`config.mk`:
```
export PLATFORM = sky130hd
export DESIGN_NAME = rpn_stack_calculator
export DESIGN_NICKNAME = d
export VERILOG_FILES = /design/src/rtl/rpn_pkg.sv /design/src/rtl/rpn_ram.sv /design/src/rtl/rpn_stack_calculator.sv
export SDC_FILE = /design/constraint.sdc
export NUM_CORES = 2
export LEC_CHECK = 0
export ABC_CLOCK_PERIOD_IN_PS = 25300
export BUFFER_PORTS_ARGS = -buffer_cell sky130_fd_sc_hd__buf_4
export CAP_MARGIN = 20
export CORE_MARGIN = 1.5
export CORE_UTILIZATION = 50
export CTS_CLUSTER_SIZE = 8
export DETAILED_ROUTE_END_ITERATION = 16
export GPL_ROUTABILITY_DRIVEN = 0
export HOLD_SLACK_MARGIN = 0.1
export PLACE_DENSITY = 0.65
export SETUP_SLACK_MARGIN = 0.4
export SYNTH_ARGS = -nofsm -noshare
export SYNTH_HDL_FRONTEND = slang
export SYNTH_SLANG_ARGS = --single-unit
```
`constraint.sdc`:
```
create_clock -name clk -period 25.3 [get_ports clk]
set_clock_uncertainty 0.15 [all_clocks]
set_input_delay 2.53 -clock clk [delete_from_list [all_inputs] [get_ports clk]]
set_output_delay 2.53 -clock clk [all_outputs]
set_load 0.05 [all_outputs]
```
`src/rtl/rpn_pkg.sv`:
```
`default_nettype none

package rpn_pkg;

	// expression characters
	localparam logic [7:0] CH_ZERO   = 8'd48;
	localparam logic [7:0] CH_NINE   = 8'd57;
	localparam logic [7:0] CH_SPACE  = 8'd32;
	localparam logic [7:0] CH_PLUS   = 8'd43;
	localparam logic [7:0] CH_MINUS  = 8'd45;
	localparam logic [7:0] CH_TIMES  = 8'd42;
	localparam logic [7:0] CH_DIVIDE = 8'd47;

	// result status codes
	localparam logic [1:0] STATUS_OK      = 2'd0;
	localparam logic [1:0] STATUS_UNDER   = 2'd1;
	localparam logic [1:0] STATUS_OVER    = 2'd2;
	localparam logic [1:0] STATUS_DIVZERO = 2'd3;

	localparam int unsigned DATA_W = 32;

	typedef enum logic [9:0] {
		ST_IDLE = 10'b00_0000_0001,
		ST_PUSH = 10'b00_0000_0010,
		ST_RB   = 10'b00_0000_0100,
		ST_RA   = 10'b00_0000_1000,
		ST_EXEC = 10'b00_0001_0000,
		ST_DIV  = 10'b00_0010_0000,
		ST_DIVW = 10'b00_0100_0000,
		ST_FIN  = 10'b00_1000_0000,
		ST_FRD  = 10'b01_0000_0000,
		ST_EMIT = 10'b10_0000_0000
	} state_t;

endpackage

`default_nettype wire

```
`src/rtl/rpn_ram.sv`:
```
`default_nettype none

module rpn_ram #(
	parameter int WIDTH = 32,
	parameter int DEPTH = 16
) (
	input  wire                      clk,
	input  wire                      we,
	input  wire  [$clog2(DEPTH)-1:0] waddr,
	input  wire  [WIDTH-1:0]         wdata,
	input  wire  [$clog2(DEPTH)-1:0] raddr,
	output logic [WIDTH-1:0]         rdata
);

	logic [WIDTH-1:0] mem [DEPTH];

	always_ff @(posedge clk) begin
		if (we) begin
			mem[waddr] <= wdata;
		end
		rdata <= mem[raddr];
	end

endmodule

`default_nettype wire

```
`src/rtl/rpn_stack_calculator.sv`:
```
// sequence: a digit that is not last stays in idle; any other character passes through push;
// an operator then passes rb, ra and exec; divide adds a 32-step divider and divw
// throughput: one character at a time, bounded by the stack ram read sequence and the divider
// the last character then passes fin and frd (top-of-stack read) before the result is offered
// reset: arst_n low clears the sequencer, stack count, number and error state at once;
// the stack ram holds no reset and is only read below the stack count
`default_nettype none

module rpn_stack_calculator #(
	parameter int STACK_DEPTH = 16
) (
	input  wire                clk,
	input  wire                arst_n,
	// character channel
	input  wire                in_valid,
	output logic               in_stall,
	input  wire  [7:0]         char_code,
	input  wire                last,
	// result channel
	output logic               out_valid,
	input  wire                out_stall,
	output logic signed [31:0] value,
	output logic [1:0]         status
);

	localparam int CNT_W  = $clog2(STACK_DEPTH + 1);
	localparam int ADDR_W = $clog2(STACK_DEPTH);
	localparam int DW     = rpn_pkg::DATA_W;

	rpn_pkg::state_t state_q;

	// stack and number state
	logic [CNT_W-1:0] cnt_q;
	logic [DW-1:0]    acc_q;
	logic             in_number_q;
	logic [1:0]       err_q;

	// latched character of the current transfer
	logic [7:0]       ch_q;
	logic             last_q;

	// operands and result holding
	logic [DW-1:0]    b_q;
	logic [DW-1:0]    val_q;

	// divider
	logic [DW-1:0]    div_rem_q;
	logic [DW-1:0]    div_quo_q;
	logic [DW-1:0]    div_den_q;
	logic [4:0]       div_cnt_q;
	logic             div_neg_q;

	// output register
	logic             out_valid_q;
	logic [DW-1:0]    value_q;
	logic [1:0]       status_q;

	// stack ram port
	logic              ram_we;
	logic [ADDR_W-1:0] ram_waddr;
	logic [DW-1:0]     ram_wdata;
	logic [ADDR_W-1:0] ram_raddr;
	logic [DW-1:0]     ram_rdata;

	logic             in_digit;
	logic             q_digit;
	logic             q_op;
	logic             full;
	logic [CNT_W-1:0] cnt_m1;
	logic [CNT_W-1:0] cnt_m2;
	logic [CNT_W-1:0] cnt_pu;
	logic [DW-1:0]    acc_nxt;
	logic [DW-1:0]    alu_res;
	logic             alu_wr;
	logic [DW-1:0]    a_mag;
	logic [DW-1:0]    b_mag;
	logic [DW:0]      div_sh;
	logic [DW:0]      div_diff;
	logic             div_ge;
	logic [DW-1:0]    quo_res;
	logic             out_free;

	// character classes
	always_comb begin
		in_digit = char_code inside {[rpn_pkg::CH_ZERO:rpn_pkg::CH_NINE]};
		q_digit  = ch_q inside {[rpn_pkg::CH_ZERO:rpn_pkg::CH_NINE]};
		q_op     = !q_digit && (ch_q != rpn_pkg::CH_SPACE);
	end

	// decimal accumulate: acc*10 + digit, wrapping at 32 bits
	assign acc_nxt = {acc_q[DW-4:0], 3'b000} + {acc_q[DW-2:0], 1'b0}
		+ {{(DW-4){1'b0}}, char_code[3:0]};

	assign full   = (cnt_q >= CNT_W'(STACK_DEPTH));
	assign cnt_m1 = cnt_q - CNT_W'(1);
	assign cnt_m2 = cnt_q - CNT_W'(2);
	// stack count after the pending number is pushed
	assign cnt_pu = (in_number_q && !full) ? cnt_q + CNT_W'(1) : cnt_q;

	// operator unit: a comes straight from the ram read port, b was read in the cycle before
	always_comb begin
		alu_res = '0;
		alu_wr  = 1'b0;
		case (ch_q)
			rpn_pkg::CH_PLUS: begin
				alu_res = ram_rdata + b_q;
				alu_wr  = 1'b1;
			end
			rpn_pkg::CH_MINUS: begin
				alu_res = ram_rdata - b_q;
				alu_wr  = 1'b1;
			end
			rpn_pkg::CH_TIMES: begin
				alu_res = ram_rdata * b_q;
				alu_wr  = 1'b1;
			end
			default: begin
				alu_res = '0;
				alu_wr  = 1'b0;
			end
		endcase
	end

	// operand magnitudes for the divider
	assign a_mag = ram_rdata[DW-1] ? (~ram_rdata + DW'(1)) : ram_rdata;
	assign b_mag = b_q[DW-1] ? (~b_q + DW'(1)) : b_q;

	// one restoring division step per cycle
	assign div_sh   = {div_rem_q, div_quo_q[DW-1]};
	assign div_diff = div_sh - {1'b0, div_den_q};
	assign div_ge   = !div_diff[DW];
	// truncation toward zero: negate the magnitude quotient when signs differ
	assign quo_res  = div_neg_q ? (~div_quo_q + DW'(1)) : div_quo_q;

	assign out_free = !out_valid_q || !out_stall;

	// stack ram access by sequencer state
	always_comb begin
		ram_we    = 1'b0;
		ram_waddr = cnt_q[ADDR_W-1:0];
		ram_wdata = acc_q;
		ram_raddr = cnt_m1[ADDR_W-1:0];
		case (state_q)
			rpn_pkg::ST_PUSH: begin
				ram_we = in_number_q && !full;
			end
			rpn_pkg::ST_RA: begin
				ram_raddr = cnt_m2[ADDR_W-1:0];
			end
			rpn_pkg::ST_EXEC: begin
				// pop two, push one: result lands where a was
				ram_we    = alu_wr;
				ram_waddr = cnt_m2[ADDR_W-1:0];
				ram_wdata = alu_res;
			end
			rpn_pkg::ST_DIVW: begin
				ram_we    = 1'b1;
				ram_wdata = quo_res;
			end
			default: begin
				ram_we = 1'b0;
			end
		endcase
	end

	rpn_ram #(
		.WIDTH(DW),
		.DEPTH(STACK_DEPTH)
	) u_stack (
		.clk  (clk),
		.we   (ram_we),
		.waddr(ram_waddr),
		.wdata(ram_wdata),
		.raddr(ram_raddr),
		.rdata(ram_rdata)
	);

	// payload registers, no reset
	always_ff @(posedge clk) begin
		if (state_q == rpn_pkg::ST_IDLE && in_valid) begin
			ch_q   <= char_code;
			last_q <= last;
		end
		if (state_q == rpn_pkg::ST_RA) begin
			b_q <= ram_rdata;
		end
		if (state_q == rpn_pkg::ST_EXEC) begin
			div_quo_q <= a_mag;
			div_den_q <= b_mag;
			div_rem_q <= '0;
			div_neg_q <= ram_rdata[DW-1] ^ b_q[DW-1];
		end
		if (state_q == rpn_pkg::ST_DIV) begin
			div_rem_q <= div_ge ? div_diff[DW-1:0] : div_sh[DW-1:0];
			div_quo_q <= {div_quo_q[DW-2:0], div_ge};
		end
		if (state_q == rpn_pkg::ST_FIN) begin
			val_q <= '0;
		end
		if (state_q == rpn_pkg::ST_FRD) begin
			val_q <= ram_rdata;
		end
		if (state_q == rpn_pkg::ST_EMIT && out_free) begin
			value_q  <= val_q;
			status_q <= err_q;
		end
	end

	// sequencer
	always_ff @(posedge clk or negedge arst_n) begin
		if (!arst_n) begin
			state_q     <= rpn_pkg::ST_IDLE;
			cnt_q       <= '0;
			acc_q       <= '0;
			in_number_q <= 1'b0;
			err_q       <= rpn_pkg::STATUS_OK;
			div_cnt_q   <= '0;
			out_valid_q <= 1'b0;
		end else begin
			// a new result enters the output register as the old one leaves
			if (state_q == rpn_pkg::ST_EMIT && out_free) begin
				out_valid_q <= 1'b1;
			end else if (out_valid_q && !out_stall) begin
				out_valid_q <= 1'b0;
			end
			case (state_q)
				rpn_pkg::ST_IDLE: begin
					if (in_valid) begin
						if (in_digit) begin
							acc_q       <= acc_nxt;
							in_number_q <= 1'b1;
							// a digit mid-number needs no stack work
							if (last) begin
								state_q <= rpn_pkg::ST_PUSH;
							end
						end else begin
							state_q <= rpn_pkg::ST_PUSH;
						end
					end
				end
				rpn_pkg::ST_PUSH: begin
					// finish a pending number
					if (in_number_q) begin
						acc_q       <= '0;
						in_number_q <= 1'b0;
						if (full && err_q == rpn_pkg::STATUS_OK) begin
							err_q <= rpn_pkg::STATUS_OVER;
						end
					end
					if (q_op && cnt_pu < CNT_W'(2)) begin
						// too few operands: stack empties
						cnt_q <= '0;
						if (err_q == rpn_pkg::STATUS_OK) begin
							err_q <= rpn_pkg::STATUS_UNDER;
						end
						state_q <= last_q ? rpn_pkg::ST_FIN : rpn_pkg::ST_IDLE;
					end else if (q_op) begin
						cnt_q   <= cnt_pu;
						state_q <= rpn_pkg::ST_RB;
					end else begin
						cnt_q   <= cnt_pu;
						state_q <= last_q ? rpn_pkg::ST_FIN : rpn_pkg::ST_IDLE;
					end
				end
				rpn_pkg::ST_RB: begin
					state_q <= rpn_pkg::ST_RA;
				end
				rpn_pkg::ST_RA: begin
					state_q <= rpn_pkg::ST_EXEC;
				end
				rpn_pkg::ST_EXEC: begin
					if (alu_wr) begin
						cnt_q   <= cnt_m1;
						state_q <= last_q ? rpn_pkg::ST_FIN : rpn_pkg::ST_IDLE;
					end else if (ch_q == rpn_pkg::CH_DIVIDE && b_q != '0) begin
						cnt_q     <= cnt_m2;
						div_cnt_q <= '0;
						state_q   <= rpn_pkg::ST_DIV;
					end else begin
						// divide by zero or an unknown operator: both operands dropped
						cnt_q <= cnt_m2;
						if (ch_q == rpn_pkg::CH_DIVIDE && err_q == rpn_pkg::STATUS_OK) begin
							err_q <= rpn_pkg::STATUS_DIVZERO;
						end
						state_q <= last_q ? rpn_pkg::ST_FIN : rpn_pkg::ST_IDLE;
					end
				end
				rpn_pkg::ST_DIV: begin
					div_cnt_q <= div_cnt_q + 5'd1;
					if (div_cnt_q == 5'd31) begin
						state_q <= rpn_pkg::ST_DIVW;
					end
				end
				rpn_pkg::ST_DIVW: begin
					cnt_q   <= cnt_q + CNT_W'(1);
					state_q <= last_q ? rpn_pkg::ST_FIN : rpn_pkg::ST_IDLE;
				end
				rpn_pkg::ST_FIN: begin
					if (cnt_q == '0) begin
						// empty stack gives zero and an underflow
						if (err_q == rpn_pkg::STATUS_OK) begin
							err_q <= rpn_pkg::STATUS_UNDER;
						end
						state_q <= rpn_pkg::ST_EMIT;
					end else begin
						state_q <= rpn_pkg::ST_FRD;
					end
				end
				rpn_pkg::ST_FRD: begin
					state_q <= rpn_pkg::ST_EMIT;
				end
				rpn_pkg::ST_EMIT: begin
					// wait for the output register, then start a fresh expression
					if (out_free) begin
						cnt_q       <= '0;
						err_q       <= rpn_pkg::STATUS_OK;
						state_q     <= rpn_pkg::ST_IDLE;
					end
				end
				default: begin
					state_q <= rpn_pkg::ST_IDLE;
				end
			endcase
		end
	end

	assign in_stall  = (state_q != rpn_pkg::ST_IDLE);
	assign out_valid = out_valid_q;
	assign value     = value_q;
	assign status    = status_q;

	a_cnt_bound: assert property (@(posedge clk) disable iff (!arst_n)
		cnt_q <= CNT_W'(STACK_DEPTH))
		else $error("stack count beyond depth");

	a_div_done: assert property (@(posedge clk) disable iff (!arst_n)
		(state_q == rpn_pkg::ST_DIV && div_cnt_q == 5'd31) |=> state_q == rpn_pkg::ST_DIVW)
		else $error("divider did not finish after 32 steps");

	a_emit_clear: assert property (@(posedge clk) disable iff (!arst_n)
		(state_q == rpn_pkg::ST_EMIT && out_free)
		|=> (out_valid_q && cnt_q == '0 && err_q == rpn_pkg::STATUS_OK))
		else $error("result transfer did not clear expression state");

	a_divzero_flag: assert property (@(posedge clk) disable iff (!arst_n)
		(state_q == rpn_pkg::ST_EXEC && ch_q == rpn_pkg::CH_DIVIDE && b_q == '0)
		|=> err_q != rpn_pkg::STATUS_OK)
		else $error("divide by zero not flagged");

endmodule

`default_nettype wire
```
* Word-level counts from Yosys, hierarchy flattened *
Memories as Yosys holds them, arrays and structs flattened. A register that Yosys moved wholly into a read port is not among the register bits.
Index checks and enable logic that the tools add are counted.

storage, ports and cells
  register bits = 260
  memory bits (writable) = 512
  output and inout bits = 36
  logic and storage cells = 162
  memories kept = 1

operators by class
  $add $sub $neg = 12
  multipliers = 1
  $lt $le $gt $ge = 6
  eq/ne operators = 29
  multiplexer cells = 58
  bitwise logic cells = 4
  reduce and logical (&&, ||, !) cells = 33

memory list
  name         words  bits a word  rd ports  clocked after Yosys merged registers in  wr ports  line           source
  u_stack.mem  16     32           1         1                                        1         rpn_ram.sv:15  logic [WIDTH-1:0] mem [DEPTH];

operators by type and width
  operator                                                         count
  two-way mux 32 bit                                               12
  one-hot mux 32 bit (2 select lines)                              2
  one-hot mux 10 bit (10 select lines)                             1
  adder 32 x 1 -> 32 bit (second input constant)                   3
  inverter 32 bit                                                  3
  one-hot mux 32 bit (3 select lines)                              1
  adder 32 bit                                                     2
  two-way mux 10 bit                                               6
  two-way mux 8 bit                                                5
  subtractor 33 x 32 -> 33 bit                                     1
  adder 32 x 4 -> 32 bit                                           1
  == test 8 x 6 -> 1 bit (second input constant)                   4
  multiplier 32 x 32 -> 32 bit                                     1
  nonzero test 32 bit                                              1
  subtractor 32 bit                                                1
  two-way mux 31 bit                                               1
  two-way mux 5 bit                                                6
  two-way mux 2 bit                                                10
  one-hot mux 5 bit (4 select lines)                               1
  >= comparator 8 x 6 -> 1 bit (second input constant)             2
  less-or-equal comparator 8 x 6 -> 1 bit (second input constant)  2
  != test 2 bit (second input constant)                            6
  logical AND 1 bit                                                11
  adder 5 x 1 -> 5 bit (second input constant)                     2
  other kinds (37)                                                 58

* Logic depth before layout (Yosys ltp) *
  depth in word-level cells = 8
  mapped depth = 29

* Hierarchy *
From an unflattened synthesis, not the netlist that was laid out.

second synthesis, totals
  cell total of the unflattened synthesis = 4,596
  area, all modules = 54,344.6 um^2

modules (own cells, without submodules)
  module                instances  cells each  area an instance (um^2)  seq. area each (um^2)
  rpn_stack_calculator  1          3,758       34,509.3                 7,528.5
  rpn_ram               1          838         19,835.3                 16,015.4

* Worst setup path after synthesis *
OpenSTA, ideal clock, no wires.

  path kind = register -> register
  start = register b_q[5]
  end = memory u_stack.mem[0][29], data pin
  setup time = 0.291 ns
  arrival = 7.518 ns
  slack = 17.341 ns
  cell stages (with the launch flop) = 28
  period minus slack after synthesis = 7.959 ns
  cells stage by stage = edfxtp_1 -> clkbuf_1 -> clkbuf_1 -> and2_1 -> fa_1 -> fa_1 -> fa_1 -> inv_1 -> fa_1 -> inv_1 -> fa_1 -> inv_1 -> fa_1 -> inv_1 -> fa_1 -> fa_1 -> ha_1 -> clkbuf_1 -> and3_1 -> o2111ai_1 -> o211a_1 -> o31ai_1 -> a2111o_1 -> a31o_2 -> a21oi_1 -> xnor2_1 -> nand3_1 -> a21oi_1

on the way
  longest elaborated chain between the ends = 3
  elaborated cells on any way between the ends = 5
  those cells by class = add/sub: 2; mul: 1; mux: 2

RTL lines
  item                                                  line                         source
  start: declaration                                    rpn_stack_calculator.sv:43   logic [DW-1:0] b_q;
  start signal: assignment                              rpn_stack_calculator.sv:185  b_q <= ram_rdata;
  multiplier 32 x 32 -> 32 bit (tied with other cells)  rpn_stack_calculator.sv:114  alu_res = ram_rdata * b_q;
  one-hot mux 32 bit (3 select lines) *                 rpn_stack_calculator.sv:104  case (ch_q)
  one-hot mux 32 bit (2 select lines) *                 rpn_stack_calculator.sv:143  case (state_q)
  via ram_wdata[29]                                     rpn_stack_calculator.sv:61   logic [DW-1:0] ram_wdata;
  end: declaration                                      rpn_ram.sv:15

The timed path passes the listed nets; every way through them passes the cells marked *.

* Worst setup path after layout *
  start = register b_q[6]
  end = memory u_stack.mem[14][31], data pin

Same word-level chain as after synthesis.

==> results.sh <==
export IMPL_outcome="finished, final reports clean"
export IMPL_synth_ff_type="edfxtp_1"
export IMPL_slowest_delay_ps=690
export IMPL_path_clk_slew_ps=60
export IMPL_die_width_um=332
export IMPL_synth_compound_area_share=0.0794
export IMPL_cts_setup_buffers=0
export IMPL_r2r_end="u_stack.mem[14][31]"
export IMPL_dp_final_hpwl_um=94700
export IMPL_h_tree_depth=3
export IMPL_die_area_um2=110000
export IMPL_critical_path_class="reg -> reg"
export IMPL_syn_inst=4511
export IMPL_min_period_ps=8890
export IMPL_synthesis_nets=5191
export IMPL_maxSlewViolCount=0
export IMPL_grt_pass1_wl_um=222000
export IMPL_antenna_found_initial=2
export IMPL_clock_latency_ps=730
export IMPL_period_share=0.351
export IMPL_hp_start="val_q[18]"
export IMPL_synth_fa_ha_area_frac=0.212
export IMPL_setup_viol=0
export IMPL_tightest_slew_ps=1070
export IMPL_tns_ps=0
export IMPL_rsz0062_at_grt="no"
export IMPL_synth_xor_area_share=0.0459
export IMPL_cts_tree="done"
export IMPL_core_um2=107000
export IMPL_wire_per_inst_um=23.9
export IMPL_grt_pass1_vias=36385
export IMPL_clockRootBuffer="clkbuf_16"
export IMPL_slew_headroom=0.268
export IMPL_syn_to_final_growth_pct=10.8
export IMPL_ys_types=77
export IMPL_async_reset_ff_frac=0.0697
export IMPL_cpMaxStageDelayCell="edfxtp_1"
export IMPL_max_freq_mhz=112
export IMPL_synth_seq_cells=804
export IMPL_hold_violations=0
export IMPL_drt_total_wl_um=145000
export IMPL_grt_overflow=0
export IMPL_ant_nets=0
export IMPL_ctsResizeCount=0
export IMPL_grt_max_degree=129
export IMPL_nets=5236
export IMPL_ff2ff_path_depth=23
export IMPL_endpoint_kind="register"
export IMPL_rrSetupSlack_ps=16410
export IMPL_initial_core_util=0.504
export IMPL_num_antenna_cells=0
export IMPL_cts_sinks=804
export IMPL_startpoint_type="register"
export IMPL_hold_buffers=0
export IMPL_synth_edf_count=716
export IMPL_critical_path_required_ps=25500
export IMPL_drc_errors=0
export IMPL_die_y_um=332
export IMPL_ys_warn_count=0
export IMPL_rows=120
export IMPL_hold_class="reg -> reg"
export IMPL_synthMuxAreaShare=0.0655
export IMPL_holdPathStages=0
export IMPL_r2r_start="b_q[6]"
export IMPL_worstHoldEndpoint="value[18]"
export IMPL_whs_ps=248
export IMPL_clockBufferDepth=3
export IMPL_first_iter_violations=3413
export IMPL_dpl_cell_area_um2=56300
export IMPL_layout_drive_gt1_share=0.103
export IMPL_cp_max_fo=16
export IMPL_cpMostUsedCell="fa_1"
export IMPL_drtPass1Iterations=6
export IMPL_worstPathCellList="buf_4, and2_1, fa_1, fa_1, inv_1, fa_1, fa_1, inv_1, ha_1, ha_1, fa_1, fa_1, ha_1, a21o_1, a2111oi_0, o211a_1, o31ai_1, a2111o_1, a31o_2, o22a_1, xnor2_1, a221oi_1, a22oi_2"
export IMPL_syn_avg_cell_area_um2=12.0
export IMPL_io_pins=49
export IMPL_synth_top_family_by_area="adder cells"
export IMPL_synth_area_um2=54000
export IMPL_grt_use_total=0.265
export IMPL_drv_cap=0
export IMPL_worst_endpoint_arrival_ps=9090
export IMPL_io_buffers=48
export IMPL_vias=35576
export IMPL_routed_via_density=5.87
export IMPL_final_cell_area_um2=59800
export IMPL_cts_made_buffers=112
export IMPL_synthSimpleGateAreaFrac=0.112
export IMPL_synth_seq_area_share=0.436
metrics by stage:
step,worst slack [ps],instances,util
finish,16410,6056,0.559
CTS,16390,6051,0.558
global route,16170,6056,0.559
global placement,16590,5839,0.526
detailed placement,16470,5840,0.526
floorplan,17340,4511,-
registers in the layout (all words and copies together), names as in the netlist, 5 cells and up:
register / flops
div_quo_q: 32
b_q: 32
ch_q: 8
div_den_q: 32
value: 32
val_q: 32
cnt_q: 5
u_stack.rdata: 32
state_q: 10
div_cnt_q: 5
u_stack.mem: 512
div_rem_q: 32
acc_q: 32
how the worst max path moves through the flow:
stage / endpoint / startpoint / cells after the start / slack (ps)
5_1_grt: u_stack.mem[14][31] / b_q[6] / 23 / 16170
6_report: u_stack.mem[14][31] / b_q[6] / 23 / 16410
3_3_place_gp: u_stack.mem[10][29] / b_q[6] / 25 / 16590
2_1_floorplan: u_stack.mem[0][29] / b_q[5] / 27 / 17340
3_5_place_dp: u_stack.mem[10][29] / b_q[6] / 25 / 16470
4_1_cts: u_stack.mem[0][29] / b_q[6] / 25 / 16390
cell usage in the layout (no fill, tap or decap), types with 28 or more instances in the layout:
master	netlist	final
a211oi_1	48	48
a21o_1	36	36
a21oi_1	148	144
a22oi_1	33	33
and2_1	343	343
buf_4	0	165
clkbuf_1	207	87
clkbuf_16	0	112
dfrtp_1	55	55
dfxtp_1	32	32
edfxtp_1	716	716
fa_1	412	412
ha_1	255	255
inv_1	459	458
mux2i_1	63	62
mux4_2	128	128
nand2_1	432	431
nand2b_1	30	29
nand3_1	33	32
nor2_1	170	161
nor2b_1	49	47
o21a_1	28	28
o21ai_0	179	168
o31ai_1	35	35
or3_1	29	29
xnor2_1	169	167
xor2_1	114	114
routing by layer:
layer  wire (um)  vias to the layer above  track usage  share of wire
met2       68300                     1366        0.432           0.47
met3       10400                      297       0.0367          0.072
met1       61400                    18169        0.369           0.42
met4        4720                        0       0.0858          0.033
met5           0                        -            0              0
li1            -                    15744            -              -
final cells by class:
type	count	area, um2
sequential	804	23500
clock inverter	11	305
multi-input combinational	3009	28000
fill	8876	47300
clock buffer	200	3140
inverter	459	1720
tap	1403	1760
timing repair buffer	170	1320
synthesized netlist by cell type (8+ instances only):
cell type / instances / share of area
nor2_1: 170 / 0.012
buf_2: 15 / 0.0014
nand2b_1: 30 / 0.0035
a211oi_1: 48 / 0.0067
inv_1: 459 / 0.032
a221oi_1: 9 / 0.0015
a22o_1: 14 / 0.0023
dfrtp_1: 55 / 0.025
or4_1: 11 / 0.0015
o21ai_0: 179 / 0.017
nor4_1: 13 / 0.0015
a21oi_1: 148 / 0.014
nor3_1: 31 / 0.0029
nand4_1: 9 / 0.0010
ha_1: 255 / 0.059
a22oi_1: 33 / 0.0046
xnor2_1: 169 / 0.027
o31ai_1: 35 / 0.0049
fa_1: 412 / 0.15
o41ai_1: 12 / 0.0019
nor2b_1: 49 / 0.0057
o21a_1: 28 / 0.0039
edfxtp_1: 716 / 0.40
buf_1: 16 / 0.0011
o211ai_1: 16 / 0.0022
and3_1: 11 / 0.0013
nand3_1: 33 / 0.0031
xor2_1: 114 / 0.018
dfxtp_1: 32 / 0.012
nand2_1: 432 / 0.030
clkbuf_1: 207 / 0.014
a21o_1: 36 / 0.0050
o22ai_1: 11 / 0.0013
nor3b_1: 8 / 0.0011
and2_1: 343 / 0.040
a31oi_1: 10 / 0.0012
mux2i_1: 63 / 0.012
mux4_2: 128 / 0.053
or2_2: 9 / 0.0010
or3_1: 29 / 0.0034
critical path, delay by kind of cell, from the launching register on:
| family | cells | cell delay (ps) |
|---|---|---|
| xor gates and xnor gates | 1 | 380 |
| DFF | 1 | 690 |
| buffers and inverters | 3 | 450 |
| and+or+nand+nor | 1 | 200 |
| AOI/OAI and AO/OA | 9 | 2890 |
| adders and majority gates | 9 | 3790 |
kinds of logic (layout without fill, tap and decap cells):
family / after synthesis / after routing
DFF: 804 / 804
and+or+nand+nor: 1206 / 1206
muxes: 193 / 193
buffers and inverters: 698 / 840
AOI/OAI and AO/OA: 660 / 660
xor gates and xnor gates: 283 / 283
adders and majority gates: 667 / 667
Power is not shown: default switching activity piles up to over one toggle a cycle in this logic, so the estimate is an artifact.
